==> src/hw/rtl/ppba_pkg.sv <==
`timescale 1ns / 1ps
// shared types, codes and sizes of the port pair bitmap allocator
package ppba_pkg;

  localparam int DATA_W        = 16;
  localparam int DIGIT_W       = 4;
  localparam int DIGITS        = DATA_W / DIGIT_W;
  localparam int WORD_W        = 16;
  localparam int BIT_W         = $clog2(WORD_W);
  localparam int PCNT_W        = 7;
  localparam int CFG_IDX_W     = 1;
  localparam int DEF_MAX_PAIRS = 64;

  localparam logic [DATA_W-1:0] RST_MIN_PORT   = 16'd0;
  localparam logic [PCNT_W-1:0] RST_PAIR_COUNT = 7'd64;

  localparam logic [CFG_IDX_W-1:0] REG_MIN_PORT   = 1'd0;
  localparam logic [CFG_IDX_W-1:0] REG_PAIR_COUNT = 1'd1;

  typedef enum logic [1:0] {
    ST_OK           = 2'd0,
    ST_NO_FREE      = 2'd1,
    ST_BAD_PORT     = 2'd2,
    ST_ALREADY_FREE = 2'd3
  } status_t;

  typedef enum logic {
    FN_ALLOC = 1'b0,
    FN_FREE  = 1'b1
  } func_t;

  typedef struct packed {
    func_t             func;
    logic [DATA_W-1:0] port_in;
  } req_t;

  typedef struct packed {
    logic [DATA_W-1:0] port_out;
    status_t           status;
  } rsp_t;

  typedef struct packed {
    logic start;
    logic sub;
  } ser_ctrl_t;

  typedef struct packed {
    logic done;
    logic carry;
  } ser_stat_t;

  typedef struct packed {
    logic rd_en;
    logic wr_en;
  } bm_ctrl_t;

endpackage

==> src/hw/rtl/ppba_serial_addsub.sv <==
`timescale 1ns / 1ps
// digit-serial adder and subtractor, one digit per cycle, low digit first
module ppba_serial_addsub (
  input  logic                           clk,
  input  logic                           rst,
  input  ppba_pkg::ser_ctrl_t            ctrl,
  input  logic [ppba_pkg::DATA_W-1:0]    a,
  input  logic [ppba_pkg::DATA_W-1:0]    b,
  output ppba_pkg::ser_stat_t            stat,
  output logic [ppba_pkg::DATA_W-1:0]    result
);
  import ppba_pkg::*;

  localparam int CNT_W = (DIGITS > 1) ? $clog2(DIGITS) : 1;

  logic [DATA_W-1:0]  a_sr;
  logic [DATA_W-1:0]  b_sr;
  logic [DATA_W-1:0]  r_sr;
  logic               carry;
  logic               running;
  logic               done;
  logic [CNT_W-1:0]   cnt;
  logic [DIGIT_W:0]   dsum;

  assign dsum = {1'b0, a_sr[DIGIT_W-1:0]} + {1'b0, b_sr[DIGIT_W-1:0]}
              + {{DIGIT_W{1'b0}}, carry};

  always_ff @(posedge clk) begin
    if (rst) begin
      running <= 1'b0;
      done    <= 1'b0;
      cnt     <= '0;
    end else begin
      done <= 1'b0;
      if (ctrl.start) begin
        running <= 1'b1;
        cnt     <= '0;
      end else if (running) begin
        cnt <= cnt + CNT_W'(1);
        if (cnt == CNT_W'(DIGITS - 1)) begin
          running <= 1'b0;
          done    <= 1'b1;
        end
      end
    end
  end

  // subtract as a + ~b + 1, the carry in provides the +1
  always_ff @(posedge clk) begin
    if (ctrl.start) begin
      a_sr  <= a;
      b_sr  <= ctrl.sub ? ~b : b;
      carry <= ctrl.sub;
    end else if (running) begin
      a_sr  <= a_sr >> DIGIT_W;
      b_sr  <= b_sr >> DIGIT_W;
      r_sr  <= {dsum[DIGIT_W-1:0], r_sr[DATA_W-1:DIGIT_W]};
      carry <= dsum[DIGIT_W];
    end
  end

  assign stat.done  = done;
  assign stat.carry = carry;
  assign result     = r_sr;

endmodule

==> src/hw/rtl/ppba_bitmap.sv <==
`timescale 1ns / 1ps
// pair-used bitmap stored as words, with a valid bit per word for reset
module ppba_bitmap #(
  parameter int NUM_WORDS = 4
) (
  input  logic                                       clk,
  input  logic                                       rst,
  input  ppba_pkg::bm_ctrl_t                         ctrl,
  input  logic [((NUM_WORDS > 1) ? $clog2(NUM_WORDS) : 1)-1:0] addr,
  input  logic [ppba_pkg::WORD_W-1:0]                wr_data,
  output logic [ppba_pkg::WORD_W-1:0]                rd_data
);
  import ppba_pkg::*;

  logic [WORD_W-1:0]    mem [NUM_WORDS];
  logic [NUM_WORDS-1:0] row_valid;

  // a word never written reads as all free
  always_ff @(posedge clk) begin
    if (rst) begin
      row_valid <= '0;
    end else if (ctrl.wr_en) begin
      row_valid[addr] <= 1'b1;
    end
  end

  always_ff @(posedge clk) begin
    if (ctrl.wr_en) begin
      mem[addr] <= wr_data;
    end
    if (ctrl.rd_en) begin
      rd_data <= row_valid[addr] ? mem[addr] : '0;
    end
  end

endmodule

==> src/hw/rtl/port_pair_bitmap_allocator_unit.sv <==
`timescale 1ns / 1ps
// port pair bitmap allocator: first-fit pair allocation and port release
// One request is served at a time. An allocate scans the bitmap one 16-pair word at a time
// (read, check), then forms min_port + 2 * index in a 4-bit digit-serial adder; when no
// pair is free it answers without the adder. A free subtracts min_port in the same
// digit-serial unit, checks the range, then reads the word and rewrites it if the pair
// was in use; a port out of range skips the read. The bitmap clears at reset with no
// sweep. The response sits in an output register, so a new request is taken while the
// last word is still held there.
module port_pair_bitmap_allocator_unit #(
  parameter int MAX_PAIRS = ppba_pkg::DEF_MAX_PAIRS
) (
  input  logic                              clk,
  input  logic                              rst,
  input  logic                              req_valid,
  output logic                              req_stall,
  input  ppba_pkg::req_t                    req,
  output logic                              rsp_valid,
  input  logic                              rsp_stall,
  output ppba_pkg::rsp_t                    rsp,
  input  logic                              cfg_valid,
  output logic                              cfg_ready,
  input  logic [ppba_pkg::CFG_IDX_W-1:0]    cfg_index,
  input  logic [ppba_pkg::DATA_W-1:0]       cfg_data
);
  import ppba_pkg::*;

  localparam int NUM_WORDS = (MAX_PAIRS + WORD_W - 1) / WORD_W;
  localparam int WADDR_W   = (NUM_WORDS > 1) ? $clog2(NUM_WORDS) : 1;
  localparam int PIDX_W    = WADDR_W + BIT_W;
  localparam int NX_W      = PIDX_W + 1;
  localparam int NH_W      = WADDR_W + 1;
  localparam int CMP_W     = (NX_W > PCNT_W) ? NX_W : PCNT_W;

  typedef enum logic [7:0] {
    S_IDLE = 8'b0000_0001,
    S_ARD  = 8'b0000_0010,
    S_ACHK = 8'b0000_0100,
    S_SER  = 8'b0000_1000,
    S_FCHK = 8'b0001_0000,
    S_FRD  = 8'b0010_0000,
    S_FUPD = 8'b0100_0000,
    S_DONE = 8'b1000_0000
  } state_t;

  state_t              state;
  state_t              state_next;
  logic [DATA_W-1:0]   min_port;
  logic [PCNT_W-1:0]   pair_count;
  func_t               op;
  logic [WADDR_W-1:0]  word;
  logic [BIT_W-1:0]    bitsel;
  logic [DATA_W-1:0]   res_port;
  status_t             res_status;

  logic                req_acc;
  logic                out_free;
  logic [CMP_W-1:0]    pc_x;
  logic [CMP_W-1:0]    max_x;
  logic [NX_W-1:0]     n;
  logic [NH_W-1:0]     n_hi;
  logic [BIT_W-1:0]    n_lo;
  logic [NH_W-1:0]     w_x;
  logic [NH_W-1:0]     w_inc;
  logic                next_live;
  logic [WORD_W-1:0]   mask;
  logic [WORD_W-1:0]   free_vec;
  logic                found;
  logic [BIT_W-1:0]    fbit;
  logic                bad;

  ser_ctrl_t           ser_ctrl;
  ser_stat_t           ser_stat;
  logic [DATA_W-1:0]   ser_a;
  logic [DATA_W-1:0]   ser_b;
  logic [DATA_W-1:0]   ser_result;

  bm_ctrl_t            bm_ctrl;
  logic [WORD_W-1:0]   bm_wr_data;
  logic [WORD_W-1:0]   bm_rd_data;

  assign req_stall = (state != S_IDLE);
  assign req_acc   = req_valid && !req_stall;
  assign out_free  = !rsp_valid || !rsp_stall;
  assign cfg_ready = 1'b1;

  // pairs in use: min(pair_count, MAX_PAIRS)
  assign pc_x  = CMP_W'(pair_count);
  assign max_x = CMP_W'(MAX_PAIRS);
  assign n     = NX_W'((pc_x < max_x) ? pc_x : max_x);
  assign n_hi  = n[NX_W-1:BIT_W];
  assign n_lo  = n[BIT_W-1:0];

  assign w_x       = NH_W'(word);
  assign w_inc     = w_x + NH_W'(1);
  assign next_live = (w_inc < n_hi) || ((w_inc == n_hi) && (n_lo != '0));

  always_comb begin
    for (int i = 0; i < WORD_W; i++) begin
      if (w_x < n_hi) begin
        mask[i] = 1'b1;
      end else if (w_x == n_hi) begin
        mask[i] = (BIT_W'(i) < n_lo);
      end else begin
        mask[i] = 1'b0;
      end
    end
  end

  assign free_vec = ~bm_rd_data & mask;
  assign found    = |free_vec;

  // lowest free pair of the word
  always_comb begin
    fbit = '0;
    for (int i = WORD_W - 1; i >= 0; i--) begin
      if (free_vec[i]) begin
        fbit = BIT_W'(i);
      end
    end
  end

  // no carry out (a borrow) means port < min_port; a pair index at or above n is also bad
  assign bad = !ser_stat.carry
            || ({1'b0, ser_result[DATA_W-1:1]} >= DATA_W'(n));

  assign ser_ctrl.start = (req_acc && (req.func == FN_FREE)) || ((state == S_ACHK) && found);
  assign ser_ctrl.sub   = (state == S_IDLE);
  assign ser_a          = (state == S_IDLE) ? req.port_in : min_port;
  assign ser_b          = (state == S_IDLE) ? min_port : DATA_W'({word, fbit, 1'b0});

  assign bm_ctrl.rd_en = (state == S_ARD) || (state == S_FRD);
  assign bm_ctrl.wr_en = ((state == S_ACHK) && found)
                      || ((state == S_FUPD) && bm_rd_data[bitsel]);
  assign bm_wr_data    = (state == S_ACHK) ? (bm_rd_data | (WORD_W'(1) << fbit))
                                           : (bm_rd_data & ~(WORD_W'(1) << bitsel));

  ppba_serial_addsub u_addsub (
    .clk    (clk),
    .rst    (rst),
    .ctrl   (ser_ctrl),
    .a      (ser_a),
    .b      (ser_b),
    .stat   (ser_stat),
    .result (ser_result)
  );

  ppba_bitmap #(
    .NUM_WORDS (NUM_WORDS)
  ) u_bitmap (
    .clk     (clk),
    .rst     (rst),
    .ctrl    (bm_ctrl),
    .addr    (word),
    .wr_data (bm_wr_data),
    .rd_data (bm_rd_data)
  );

  always_comb begin
    state_next = state;
    unique case (state)
      S_IDLE: begin
        if (req_acc) begin
          state_next = (req.func == FN_ALLOC) ? S_ARD : S_SER;
        end
      end
      S_ARD: state_next = S_ACHK;
      S_ACHK: begin
        if (found) begin
          state_next = S_SER;
        end else if (next_live) begin
          state_next = S_ARD;
        end else begin
          state_next = S_DONE;
        end
      end
      S_SER: begin
        if (ser_stat.done) begin
          state_next = (op == FN_ALLOC) ? S_DONE : S_FCHK;
        end
      end
      S_FCHK: state_next = bad ? S_DONE : S_FRD;
      S_FRD:  state_next = S_FUPD;
      S_FUPD: state_next = S_DONE;
      S_DONE: begin
        if (out_free) begin
          state_next = S_IDLE;
        end
      end
      default: state_next = S_IDLE;
    endcase
  end

  always_ff @(posedge clk) begin
    if (rst) begin
      state <= S_IDLE;
    end else begin
      state <= state_next;
    end
  end

  always_ff @(posedge clk) begin
    if (rst) begin
      min_port   <= RST_MIN_PORT;
      pair_count <= RST_PAIR_COUNT;
    end else if (cfg_valid && cfg_ready) begin
      unique case (cfg_index)
        REG_MIN_PORT:   min_port   <= cfg_data;
        REG_PAIR_COUNT: pair_count <= cfg_data[PCNT_W-1:0];
        default: ;
      endcase
    end
  end

  always_ff @(posedge clk) begin
    if (req_acc) begin
      op   <= req.func;
      word <= '0;
    end
    unique case (state)
      S_ACHK: begin
        if (!found && next_live) begin
          word <= word + WADDR_W'(1);
        end else if (!found) begin
          res_port   <= '0;
          res_status <= ST_NO_FREE;
        end
      end
      S_SER: begin
        if (ser_stat.done && (op == FN_ALLOC)) begin
          res_port   <= ser_result;
          res_status <= ST_OK;
        end
      end
      S_FCHK: begin
        res_port   <= '0;
        res_status <= ST_BAD_PORT;
        word       <= ser_result[PIDX_W:BIT_W+1];
        bitsel     <= ser_result[BIT_W:1];
      end
      S_FUPD: begin
        res_port   <= '0;
        res_status <= bm_rd_data[bitsel] ? ST_OK : ST_ALREADY_FREE;
      end
      default: ;
    endcase
  end

  always_ff @(posedge clk) begin
    if (rst) begin
      rsp_valid <= 1'b0;
    end else if ((state == S_DONE) && out_free) begin
      rsp_valid <= 1'b1;
    end else if (!rsp_stall) begin
      rsp_valid <= 1'b0;
    end
  end

  always_ff @(posedge clk) begin
    if ((state == S_DONE) && out_free) begin
      rsp.port_out <= res_port;
      rsp.status   <= res_status;
    end
  end

  // a new response word only comes from a finished request
  a_rsp_from_done: assert property (@(posedge clk) disable iff (rst)
    $rose(rsp_valid) |-> $past(state == S_DONE))
    else $error("response raised without a finished request");

  // the serial unit finishes only while the controller waits for it
  a_ser_done_in_ser: assert property (@(posedge clk) disable iff (rst)
    ser_stat.done |-> (state == S_SER))
    else $error("serial result arrived outside the wait state");

  // an accepted request leaves idle on the next edge
  a_accept_leaves_idle: assert property (@(posedge clk) disable iff (rst)
    req_acc |=> (state == S_ARD) || (state == S_SER))
    else $error("accepted request did not start");

  // a found free pair always goes to the adder and the bitmap together
  a_alloc_write: assert property (@(posedge clk) disable iff (rst)
    ((state == S_ACHK) && found) |-> (bm_ctrl.wr_en && ser_ctrl.start))
    else $error("allocation did not mark the pair and start the add");

endmodule

==> config.mk <==
export PLATFORM = sky130hd
export DESIGN_NAME = port_pair_bitmap_allocator_unit
export DESIGN_NICKNAME = d
export VERILOG_FILES = /design/src/hw/rtl/ppba_pkg.sv /design/src/hw/rtl/ppba_serial_addsub.sv /design/src/hw/rtl/ppba_bitmap.sv /design/src/hw/rtl/port_pair_bitmap_allocator_unit.sv
export SDC_FILE = /design/constraint.sdc
export NUM_CORES = 1
export LEC_CHECK = 0
export ABC_AREA = 1
export BUFFER_PORTS_ARGS = -buffer_cell sky130_fd_sc_hd__buf_2
export CAP_MARGIN = 15
export CORE_AREA = 2 2 142 144
export CTS_BUF_LIST = sky130_fd_sc_hd__clkbuf_8
export DETAILED_ROUTE_END_ITERATION = 16
export DIE_AREA = 0 0 144 146
export PLACE_DENSITY = 0.67
export SLEW_MARGIN = 40
export SYNTH_ARGS = -nofsm -noshare
export SYNTH_HDL_FRONTEND = slang
export SYNTH_SLANG_ARGS = --single-unit
==> constraint.sdc <==
create_clock -name clk -period 5 [get_ports clk]
set_input_delay 1 -clock clk [delete_from_list [all_inputs] [get_ports clk]]
set_output_delay 1 -clock clk [all_outputs]
set_load 0.01 [all_outputs]
# Word-level counts from Yosys, hierarchy flattened

Memories as Yosys holds them, arrays and structs flattened. A register that Yosys moved wholly into a read port is not among the register bits.
Cells that the tools add are included.
Widths: inputs -> output; s select.

Shift-type cells: 2
Magnitude comparators: 23
Reduce and logical (&&, ||, !) cells: 35
Add/sub/neg operators: 5
Bitwise operators: 11
Equal/unequal tests: 19
Multiplexer cells: 94

Operator list:

| operator             | count |
|---|---|
| $mux 16              | 11 |
| $mux 4               | 17 |
| $pmux 8 s8           | 1 |
| $mux 8               | 7 |
| $not 16->16          | 3 |
| $pmux 16 s3          | 1 |
| $mux 1               | 45 |
| $and 16x16->16       | 2 |
| $lt 4x4->1 const A   | 8 |
| $shl 1x4->16 const A | 2 |
| $lt 3x4->1 const A   | 4 |
| $or 16x16->16        | 1 |
| $reduce_or 16->1     | 1 |
| $ge 15x7->1          | 1 |
| $mux 2               | 6 |
| $ne 2x2->1 const B   | 5 |
| $logic_and 1x1->1    | 9 |
| $eq 8x1->1 const B   | 1 |
| $eq 8x2->1 const B   | 1 |
| $eq 8x3->1 const B   | 1 |
| $eq 8x4->1 const B   | 1 |
| $eq 8x5->1 const B   | 1 |
| $eq 8x6->1 const B   | 1 |
| $eq 8x7->1 const B   | 1 |
| 36 further kinds     | 58 |

Memory bits (writable): 64
Output and inout bits: 21
Flip-flop bits (word level): 132
Logic and storage cells: 209
Input bits: 39
Memories kept: 1

Memories:

| memory       | depth | width | rd ports | clocked after Yosys merged registers in | write ports | line              | source |
|---|---|---|---|---|---|---|---|
| u_bitmap.mem | 4     | 16    | 1        | 1                                       | 1           | ppba_bitmap.sv:15 | `logic [WORD_W-1:0] mem [NUM_WORDS];` |

# Depth between registers and ports, before layout

Gate-level depths: netlist (run 1).

Word-level depth: 26
Depth in mapped cells: 26
Mapped depth without buffers: 25

# Hierarchy

Synthesis (run 1) repeated with hierarchy kept, for this count alone.

Cell total of the unflattened synthesis: 1032
Area, all modules: 9983.3 sq um

By module, submodules not included:

| module                          | cells an instance | area each (sq um) | instances | sequential area each (sq um) |
|---|---|---|---|---|
| port_pair_bitmap_allocator_unit | 580               | 4419.2            | 1         | 1911.8 |
| ppba_bitmap                     | 252               | 3240.6            | 1         | 2482.4 |
| ppba_serial_addsub              | 200               | 2323.5            | 1         | 1551.5 |

# Least setup slack after synthesis (run 1)

OpenSTA, ideal clock, no wires.

Path type: reg-to-reg
From: reg pair_count[6]
To: reg res_port[0] (enable)
Required time: 4.586 ns
Library setup time: 0.414 ns
Period minus slack after synthesis: 3.935 ns
Slack: 1.065 ns
Data arrival time: 3.521 ns
Path buffers: 1
Stages on the path, launching flop included: 19
Path through: dfxtp_1 -> inv_2 -> nand2_1 -> ha_1 -> inv_1 -> nor2_2 -> nand2_2 -> nand2_4 -> buf_6 -> a31oi_1 -> nand2_1 -> nand2_2 -> nor2_2 -> nand2_2 -> nor2_8 -> nor2_8 -> inv_6 -> o21ai_0 -> a211oi_1

Word-level cells in the longest chain between the ends: 11
Elaborated cells between the ends (all ways): 64
Those cells by class: 19 x order compare; 4 x eq/ne; 33 x mux; 1 x bitwise; 7 x reduce/logical

RTL lines:

| element                                  | line                                   | source |
|---|---|---|
| start, declared                          | port_pair_bitmap_allocator_unit.sv:49  | `logic [PCNT_W-1:0] pair_count;` |
| start signal, assigned                   | port_pair_bitmap_allocator_unit.sv:209 | `REG_PAIR_COUNT: pair_count <= cfg_data[PCNT_W-1:0];` |
| $lt 7x7->1                               | port_pair_bitmap_allocator_unit.sv:90  | `assign n = NX_W'((pc_x < max_x) ? pc_x : max_x);` |
| $mux 7 (*)                               | port_pair_bitmap_allocator_unit.sv:90  |  |
| $lt 1x4->1, or another cell as far along | port_pair_bitmap_allocator_unit.sv:103 | `mask[i] = (BIT_W'(i) < n_lo);` |
| $mux 1                                   | port_pair_bitmap_allocator_unit.sv:102 | `end else if (w_x == n_hi) begin` |
| $mux 1                                   | port_pair_bitmap_allocator_unit.sv:100 | `if (w_x < n_hi) begin` |
| $and 16x16->16                           | port_pair_bitmap_allocator_unit.sv:110 | `assign free_vec = ~bm_rd_data & mask;` |
| $reduce_or 16->1                         | port_pair_bitmap_allocator_unit.sv:111 | `assign found = \|free_vec;` |
| $logic_not 1->1                          | --                                     |  |
| $logic_and 1x1->1                        | port_pair_bitmap_allocator_unit.sv:222 | `if (!found && next_live) begin` |
| $ne 2x2->1 (no line)                     | --                                     |  |
| $reduce_and 4->1 (no line) (*)           | --                                     |  |
| end signal, assigned                     | port_pair_bitmap_allocator_unit.sv:231 | `res_port <= ser_result;` |
| end, declared                            | port_pair_bitmap_allocator_unit.sv:53  | `logic [DATA_W-1:0] res_port;` |

Mark *: on every way between the ends. The rest lies on a longest branch, timed or not.
A chain may end at the register's enable or synchronous reset.

# Worst setup path in the final report (run 1)

From: reg pair_count[6]
To: mem u_bitmap.mem[3][8] (enable)

Word-level cells in the longest chain between the ends: 11
Elaborated cells between the ends (all ways): 58
Those cells by class: 18 x order compare; 1 x eq/ne; 35 x mux; 1 x bitwise; 3 x reduce/logical

RTL lines:

| element                                  | line                                   | source |
|---|---|---|
| $lt 7x7->1                               | port_pair_bitmap_allocator_unit.sv:90  |  |
| $mux 7 (*)                               | port_pair_bitmap_allocator_unit.sv:90  |  |
| $lt 1x4->1, or another cell as far along | port_pair_bitmap_allocator_unit.sv:103 |  |
| $mux 1                                   | port_pair_bitmap_allocator_unit.sv:102 |  |
| $mux 1                                   | port_pair_bitmap_allocator_unit.sv:100 |  |
| $and 16x16->16 (*)                       | port_pair_bitmap_allocator_unit.sv:110 |  |
| $reduce_or 16->1 (*)                     | port_pair_bitmap_allocator_unit.sv:111 |  |
| $logic_and 1x1->1 (*)                    | port_pair_bitmap_allocator_unit.sv:133 | `assign bm_ctrl.wr_en = ((state == S_ACHK) && found)` |
| $logic_or 1x1->1 (*)                     | port_pair_bitmap_allocator_unit.sv:134 | `\|\| ((state == S_FUPD) && bm_rd_data[bitsel]);` |
| $mux 1 (*)                               | ppba_bitmap.sv:28                      | `if (ctrl.wr_en) begin` |
| $mux 1 (not written as such) (*)         | ppba_bitmap.sv:29                      | `mem[addr] <= wr_data;` |
| end, declared                            | ppba_bitmap.sv:15                      |  |

Marked as above.

==> reports/results.ini, run 1 <==
[outcome]
status=finished, final reports clean

[clocking]
cts.path.max_buffers=3
tritoncts=yes
numCtsBuffers=36
insertion_delay_ps=530
hold_buffers=0
clk_pin_slew_worst_paths_ps=60
htreeDepth=2
clockRootBuffer=clkbuf_8
clock-sinks=212
ctsResizeCount=0
post_cts.repair.setup_buffers=0

[critical_path]
reg2regPathDepth=22
cp_max_fo=19
worst-setup-path-type=reg2reg
cp-endpoint=u_bitmap.mem[3][8]$_DFFE_PP_
reg2reg_from=pair_count[6]$_SDFFE_PP1P_
r2r-end=u_bitmap.mem[3][8]$_DFFE_PP_
slowest_stage=clkinv_1
worstPathRequired_ps=5010
crit_start=pair_count[6]$_SDFFE_PP1P_
r2r_slack_ps=1040
cp_cell_sequence=inv_2, nand2_1, ha_1, inv_1, nor2_2, nand2_2, nand2_4, nand2_1, clkinv_1, nand2_1, nand2_1, o31ai_1, nand2_1, nand2_2, nor2_4, nand2_4, nor2_8, nor2_8, inv_6, nand2_1, nand2_1, clkinv_1
worstSetupStartpointType=flip-flop
cpPeakStageDelay_ps=620
cpMostUsedCell=nand2_1
crit_arrival_ps=3970
cp-end-kind=flip-flop

[synth]
yosysMostFrequentCell=edfxtp_1
async_reset_ff_share_pct=0
synth_ff_type=edfxtp_1
synth_common_cells=edfxtp_1, nor2_1, nand2_1
yosysTopAreaCell=edfxtp_1
syn_area_um2=9530
netlist_instances=914
synth_edf_count=170
yosysWarnings=0
ys_ff_latch=212
yosysSeqAreaShare_pct=62.4
synthTopCellsByArea=edfxtp_1, dfxtp_1, nor2_1, nand2_1, o21ai_0
syn-num-nets=973
synthDominantCellAreaShare_pct=53.6
synth_cell_types=51
synth.avg_cell_area_um2=10.4

[timing]
worstMarginPinSlew_ps=814
slew_violations=0
fin_ws_ps=1040
layout_min_cycle_time_ps=3960
slew-limit-headroom_pct=45.7
hold_violations=0
setup-tns-final_ps=0
fin_worst_skew_ps=28.1
post-route-period-util_pct=79.1
rsz0062_at_grt=no
max_clock_freq_ghz=0.253
setup_viol=0

[floorplanning]
ios=60
fp-row-count=51
die_area_um2=21000
die_y_um=146
fp.dieW_um=144
start_util_pct=49.3
core_area_um2=19300

[drt]
vias=6765
finalWirelength_um=20900
routedWlPerCell_um=16.3
dr.pass1.iters=5
vias_per_cell=5.27
drc=0
ant_nets=0
dr.first_iter.drc_count=540

[grt]
grt_pass1_wl_um=34100
use_met3_pct=3.69
grtUsageMet1_pct=28.9
grt_max_degree=38
grt_busiest_layer=met2
grt_use_total_pct=20.6
antenna_found_initial=0
first_global_vias=6669
overflow=0
grt_use_met2_pct=32.5

[placement]
gp_congestion=0.922
port_buffers=58
preCtsSetupSlack_ps=1060
hpwl_um=14300

[finish]
drive_above_1_share_pct=16.4
num-fill-cells=1712
seqCellArea_um2=5950
multiInputGateArea_um2=3000
nNetsFinal=1050
layout-area-overhead-vs-synth_pct=13.4
antennaDiodeCount=0

[pwr]
static-leakage-power_uw=0.00448
ir_worst_vdd_mv=0.195
cellPowerDensity_nw_per_um2=361

[job]
maxCapViolCount=0

[min_path]
hold_path_class=reg2reg

==> flip-flops by register name, summed over array words and instances (netlist names), 2 cells and up <==
signal and count:
bitsel 4, min_port 16, pair_count 7, res_port 16, res_status 2, rsp 18, state 8, u_addsub.a_sr 16
u_addsub.b_sr 16, u_addsub.cnt 2, u_addsub.result 16, u_bitmap.mem 64, u_bitmap.rd_data 16, u_bitmap.row_valid 4, word 2
==> cells in the final DEF, fill, tap and decap left out, types with 10 or more instances in the layout <==
cell | synthesis | final
nand3_1 | 24 | 24
inv_1 | 104 | 121
ha_1 | 18 | 18
o22ai_1 | 30 | 30
nand2_2 | 9 | 10
buf_2 | 5 | 58
dfxtp_1 | 42 | 42
buf_4 | 1 | 13
edfxtp_1 | 170 | 170
nor2_1 | 148 | 148
clkbuf_8 | 0 | 38
nand2_1 | 112 | 111
a21oi_1 | 30 | 30
nand4_1 | 11 | 11
nor4_1 | 10 | 10
nor2_2 | 10 | 10
o21ai_0 | 84 | 84
==> layer usage <==
layer / vias to the layer above / part of all wire (%)
li1: 3327 / -
met1: 3183 / 46
met2: 211 / 46
met3: 44 / 5.6
met4: 0 / 2.4
met5: - / 0
==> power by group <==
group	switching [µW]	internal [µW]	leakage (µW)
Clock	676	861	0.000435
Combinational	205	108	0.00211
Sequential	43.3	2000	0.00193
Total	924	2970	0.00448
==> cells by family (layout without fill, tap and decap cells) <==
family                   Yosys count  count (layout)  share of synthesized area, %
AND/OR/NAND/NOR                  342             342                          16.1
flip-flops                       212             212                          62.4
AO/OA/AOI/OAI                    190             190                          12.2
buffers and inverters            146             250                          6.24
adder cells (fa/ha/maj)           20              20                          2.78
XOR/XNOR                           3               3                         0.276
other                              1               1                        0.0394
==> through the flow <==
step	hold WS, ps	util [%]	instance area, µm²	std cells	power, µW
3_3_place_gp	403	52.2	10100	1217	2390
6_report	417	55.9	10800	1283	3900
3_5_place_dp	405	52.2	10100	1217	2400
2_1_floorplan	400	-	9530	914	2310
4_1_cts	418	55.8	10800	1282	3920
5_1_grt	423	55.9	10800	1283	4060
==> how the worst min path moves through the flow <==
stage / depth (start not counted) / startpoint / endpoint / slack (ps)
final: 0 / res_port[10]$_SDFFCE_PP0P_ / rsp[12]$_DFFE_PP_ / 420
after floorplan: 0 / res_status[0]$_DFFE_PP_ / rsp[0]$_DFFE_PP_ / 400
after CTS: 0 / res_port[12]$_SDFFCE_PP0P_ / rsp[14]$_DFFE_PP_ / 420
after global placement: 0 / res_port[4]$_SDFFCE_PP0P_ / rsp[6]$_DFFE_PP_ / 400
after global routing: 0 / res_port[7]$_SDFFCE_PP0P_ / rsp[9]$_DFFE_PP_ / 420
after detailed placement: 0 / res_port[9]$_SDFFCE_PP0P_ / rsp[11]$_DFFE_PP_ / 400
==> critical path, delay by kind of cell (launching register included) <==
family,cells,cell delay (ps)
AOI/OAI and AO/OA,1,70
adders and majority gates,1,290
buffers and inverters,5,1080
DFF,1,370
and+or+nand+nor,15,1610
==> layout make-up <==
type | count | area share (%)
Clock buffer | 38 | 4.84
Clock inverter | 27 | 1.77
Inverter | 114 | 4.01
Multi-Input combinational cell | 556 | 27.7
Sequential cell | 212 | 55.0
Tap cell | 265 | 3.07
Timing Repair Buffer | 71 | 3.59
Note: power is estimated with default switching activity, not from simulation.
==> run 2, diff against run 1 <==
--- a/config.mk
+++ b/config.mk
@@ -12,7 +12,7 @@
 export CTS_BUF_LIST = sky130_fd_sc_hd__clkbuf_8
 export DETAILED_ROUTE_END_ITERATION = 16
 export DIE_AREA = 0 0 144 146
-export PLACE_DENSITY = 0.67
+export PLACE_DENSITY = 0.69
 export SLEW_MARGIN = 40
 export SYNTH_ARGS = -nofsm -noshare
 export SYNTH_HDL_FRONTEND = slang
==> constraint.sdc (replaced) <==
create_clock -name clk -period 3.4 [get_ports clk]
set_input_delay 0.68 -clock clk [delete_from_list [all_inputs] [get_ports clk]]
set_output_delay 0.68 -clock clk [all_outputs]
set_load 0.01 [all_outputs]
==> reports/results.ini, run 2 (synthesis results as in run 1) <==
[timing]
slew-limit-headroom_pct=46.5
max_clock_freq_ghz=0.325
setup_viol=0
layout_min_cycle_time_ps=3080
hold_violations=0
fin_worst_skew_ps=25.5
slew_violations=0
post-route-period-util_pct=90.5
worstMarginPinSlew_ps=801

[critical_path]
r2r_slack_ps=320
cp_cell_sequence=inv_2, nand2_1, ha_1, inv_1, nor2_2, buf_4, nand2_2, o21ai_2, nand3_1, nand2_1, nor2_4, nand2_2, nor2_8, nor2_8, clkinv_8, nand2_1, nand2_1, inv_1, buf_4
worst-setup-path-type=reg2reg
cp_max_fo=17
worstSetupStartpointType=flip-flop
cp-end-kind=flip-flop
cpPeakStageDelay_ps=350
crit_arrival_ps=3260
cpMostUsedCell=nand2_1
slowest_stage=dfxtp_2
worstPathRequired_ps=3580

[placement]
port_buffers=58
gp_congestion=0.927
hpwl_um=14000

[pwr]
seq_power_share_pct=51.7
cellPowerDensity_nw_per_um2=528
static-leakage-power_uw=0.00458
internal-power_uw=4470
p_total_uw=5820
power_switching_uw=1360
p_comb_share_pct=8.2
clkPwrFrac_pct=40.1
ir_worst_vdd_mv=0.372
switching_share_pct=23.3

[floorplanning]
start_util_pct=49.3
die_y_um=146
core_area_um2=19300
die_area_um2=21000
ios=60
fp-row-count=51
fp.dieW_um=144

[drt]
dr.pass1.iters=6
vias_per_cell=5.25
vias=6833
dr.first_iter.drc_count=576
drc=0
finalWirelength_um=20700
ant_nets=0
routedWlPerCell_um=15.9

[finish]
regMostFlops=u_bitmap.mem
nNetsFinal=1069
largest_reg_flops=64
reg_top3=u_bitmap.mem (64), rsp (18)
layout-area-overhead-vs-synth_pct=15.9
drive_above_1_share_pct=18.8
final_cell_mix=edfxtp_1, nor2_1, nand2_1, inv_1, o21ai_0
fin_util_pct=57.1
layout_commonest_cell=edfxtp_1

[grt]
grt_use_total_pct=20.4
antenna_found_initial=0
overflow=0
first_global_vias=6838
grt_max_degree=37
grt_pass1_wl_um=33800

[job]
maxCapViolCount=0

[clocking]
clk_pin_slew_worst_paths_ps=60
clock-sinks=212
tritoncts=yes
htreeDepth=2
cts.path.max_buffers=3
numCtsBuffers=36
insertion_delay_ps=520
clockRootBuffer=clkbuf_8

[min_path]
hold_path_class=in2reg

[outcome]
status=finished, final reports clean

[run 2: repair_timing]
item	CTS	global route
setup endpoints to repair	0	173
hold buffers	0	0
gates resized for setup	0	15
buffers inserted	0	7
[run 2: metrics by stage]
stage | std cells | worst slack (ps) | instance area (µm²) | hold slack (ps) | setup TNS [ps]
global placement | 1229 | 238 | 10200 | 403 | 0
floorplan | 914 | 3.75 | 9540 | 400 | 0
finish | 1302 | 323 | 11000 | 376 | 0
CTS | 1293 | 191 | 10900 | 343 | 0
detailed placement | 1229 | 196 | 10200 | 405 | 0
global route | 1301 | -26.4 | 11000 | 364 | -302
[run 2: layer usage]
metal	global-route usage (%)	wire, µm
met1	26.7	9160
met4	6.86	464
met2	33.8	9860
met3	4.08	1210
met5	0	0
[run 2: path summary, 6_finish.rpt]
kind	start	end	cells past startpoint
worst min-delay path	req[16]	op$_DFFE_PP_	1
worst max-delay path	pair_count[6]$_SDFFE_PP1P_	u_bitmap.mem[2][1]$_DFFE_PP_	19
worst max register to register	pair_count[6]$_SDFFE_PP1P_	u_bitmap.mem[2][1]$_DFFE_PP_	19
worst min register to register	res_port[9]$_SDFFCE_PP0P_	rsp[11]$_DFFE_PP_	0
[run 2: final cells by class]
type	count	area, µm²
fill	1644	8290
sequential	212	5950
multi-input combinational	556	3010
timing repair buffer	90	567
clock buffer	38	523
inverter	114	440
tap	265	332
clock inverter	26	219
antenna	1	2.50
[run 2: worst max-delay path, delay by kind of cell (launching register included)]
family	cells	cell delay [ps]
AO/OA/AOI/OAI	1	210
adder cells (fa/ha/maj)	1	290
buffers and inverters	6	680
flip-flops	1	350
AND/OR/NAND/NOR	11	1180
[run 2: power groups by stage]
stage          Sequential (µW)  Clock [µW]  Combinational (µW)
2_1_floorplan             3040           0                 347
3_3_place_gp              3060           0                 459
3_5_place_dp              3060           0                 468
4_1_cts                   3010        2380                 470
5_1_grt                   3020        2490                 544
6_report                  3010        2340                 480
==> run 3, diff against run 2 <==
--- a/config.mk
+++ b/config.mk
@@ -8,11 +8,10 @@
 export ABC_AREA = 1
 export BUFFER_PORTS_ARGS = -buffer_cell sky130_fd_sc_hd__buf_2
 export CAP_MARGIN = 15
-export CORE_AREA = 2 2 142 144
+export CORE_AREA = 2 2 149 151
 export CTS_BUF_LIST = sky130_fd_sc_hd__clkbuf_8
 export DETAILED_ROUTE_END_ITERATION = 16
-export DIE_AREA = 0 0 144 146
-export PLACE_DENSITY = 0.69
+export DIE_AREA = 0 0 151 153
 export SLEW_MARGIN = 40
 export SYNTH_ARGS = -nofsm -noshare
 export SYNTH_HDL_FRONTEND = slang
==> reports/results.ini, run 3 (synthesis results as in run 1) <==
[critical_path]
cp_max_fo=11
worst-setup-path-type=reg2reg
worstPathRequired_ps=3650
reg2regPathDepth=21
worstSetupStartpointType=flip-flop
crit_arrival_ps=3400
cp-end-kind=flip-flop

[placement]
hpwl_um=15000
gp_congestion=0.894
dp.cells=1248
port_buffers=58
dpl-instance-area_um2=10300

[job]
maxCapViolCount=0

[finish]
finalNonFillerCells=1318
layout_commonest_cell=edfxtp_1
drive_above_1_share_pct=17.8
reg_top3=u_bitmap.mem (64), rsp (18)
layout-area-overhead-vs-synth_pct=15.3
regMostFlops=u_bitmap.mem
nNetsFinal=1067
largest_reg_flops=64
final_cell_mix=edfxtp_1, nor2_1, inv_1, nand2_1, o21ai_0
num-fill-cells=1977
fin_area_um2=11000
fin_util_pct=51.1

[min_path]
hold_path_class=in2reg
min_delay_path_depth=1

[floorplanning]
ios=60
start_util_pct=44.3
fp-row-count=54
fp.dieW_um=151
die_y_um=153
core_area_um2=21500
die_area_um2=23100

[timing]
setup-tns-final_ps=0
rsz0062_at_grt=no
slew-limit-headroom_pct=45.1
holdWs_ps=355
fin_worst_skew_ps=31.4
max_clock_freq_ghz=0.318
post-route-period-util_pct=92.4
hold_violations=0
worstMarginPinSlew_ps=822
layout_min_cycle_time_ps=3140
setup_viol=0
slew_violations=0

[clocking]
cts.path.max_buffers=3
htreeDepth=2
clock-sinks=212
clk_pin_slew_worst_paths_ps=60
tritoncts=yes
post_cts.repair.setup_buffers=0
insertion_delay_ps=540
clockRootBuffer=clkbuf_8
numCtsBuffers=38

[pwr]
seq_power_share_pct=52.7
p_comb_share_pct=8.6
power_switching_uw=1390
switching_share_pct=24.4
static-leakage-power_uw=0.00458
internal-power_uw=4310
ir_worst_vdd_mv=0.346
clkPwrFrac_pct=38.7
cellPowerDensity_nw_per_um2=519

[grt]
grt_pass1_wl_um=35000
grt_max_degree=37
first_global_vias=6629
grt_use_total_pct=19.5
antenna_found_initial=1
overflow=0

[drt]
finalWirelength_um=22100
vias_per_cell=5.22
m1WireLength_um=9640
drc=0
dr.first_iter.drc_count=387
wl_met2_um=10800
vias=6878
wl_met3_um=1260
dr.pass1.iters=5
dr.max_layer_used=met4
routedWlPerCell_um=16.7
ant_nets=0

[outcome]
status=finished, final reports clean

-- run 3: cell types whose count changed in the layout (fill, tap and decap cells not counted), sizes merged --
cell      previous run  this run
inv                118       132
clkinv              17         9
buf                 90        86
bufinv               4         1
clkbuf              38        41
clkinvlp             1         0
-- run 3: what timing repair did --
action,in CTS,in global routing
hold buffers,0,0
endpoints found under the setup margin,0,55
endpoints found under the hold margin,0,0
resized for setup,0,8
-- run 3: layout make-up --
class | instances | area [µm²] | area share [%]
sequential | 212 | 5950 | 54.1
multi-input combinational | 556 | 3010 | 27.4
clock buffer | 41 | 564 | 5.14
timing repair buffer | 86 | 529 | 4.82
inverter | 114 | 435 | 3.96
tap | 280 | 350 | 3.19
clock inverter | 28 | 143 | 1.30
antenna | 1 | 2.50 | 0.0228
-- run 3: metal layers --
layer	track usage, %	vias to the layer above
met1	25.9	3257
met3	3.82	43
met5	0	-
met4	5.61	0
li1	-	3373
met2	32.4	205
-- run 3: path summary, 6_finish.rpt --
kind | from | to | slack, ps
setup / recovery | pair_count[6]$_SDFFE_PP1P_ | u_addsub.b_sr[4]$_DFFE_PP_ | 260
hold / removal | req[16] | op$_DFFE_PP_ | 350
setup reg to reg | pair_count[6]$_SDFFE_PP1P_ | u_addsub.b_sr[4]$_DFFE_PP_ | 260
hold reg to reg | res_port[1]$_SDFFCE_PP0P_ | rsp[3]$_DFFE_PP_ | 420
-- run 3: power groups by stage --
| stage | registers, µW | clock network, µW | logic, µW |
|---|---|---|---|
| final | 3010 | 2210 | 490 |
| after global routing | 3020 | 2370 | 561 |
| after CTS | 3010 | 2260 | 492 |
| after detailed placement | 3060 | 0 | 489 |
| after global placement | 3060 | 0 | 483 |
| after floorplan | 3040 | 0 | 347 |
-- run 3: metrics by stage --
stage / total power, µW / setup slack (ps)
2_1_floorplan: 3390 / 3.75
3_3_place_gp: 3540 / 146
3_5_place_dp: 3550 / 191
4_1_cts: 5760 / 182
5_1_grt: 5950 / 15.6
6_report: 5700 / 258
-- run 3: critical path, cell delays in order (launching register included) --
cell and delay, ps:
dfxtp_1 310, inv_2 50, nand2_1 100, ha_1 300, inv_1 60, nor2_4 150, nand2_2 80, nand2_4 130
nand2_1 70, clkinv_1 60, nand2_1 50, nand3_1 100, nand2_1 90, nor2_2 170, nand2_2 120, nor2_8 190
nor2_8 80, inv_6 90, nand2_4 100, buf_4 220, o22ai_1 220, a21oi_1 130
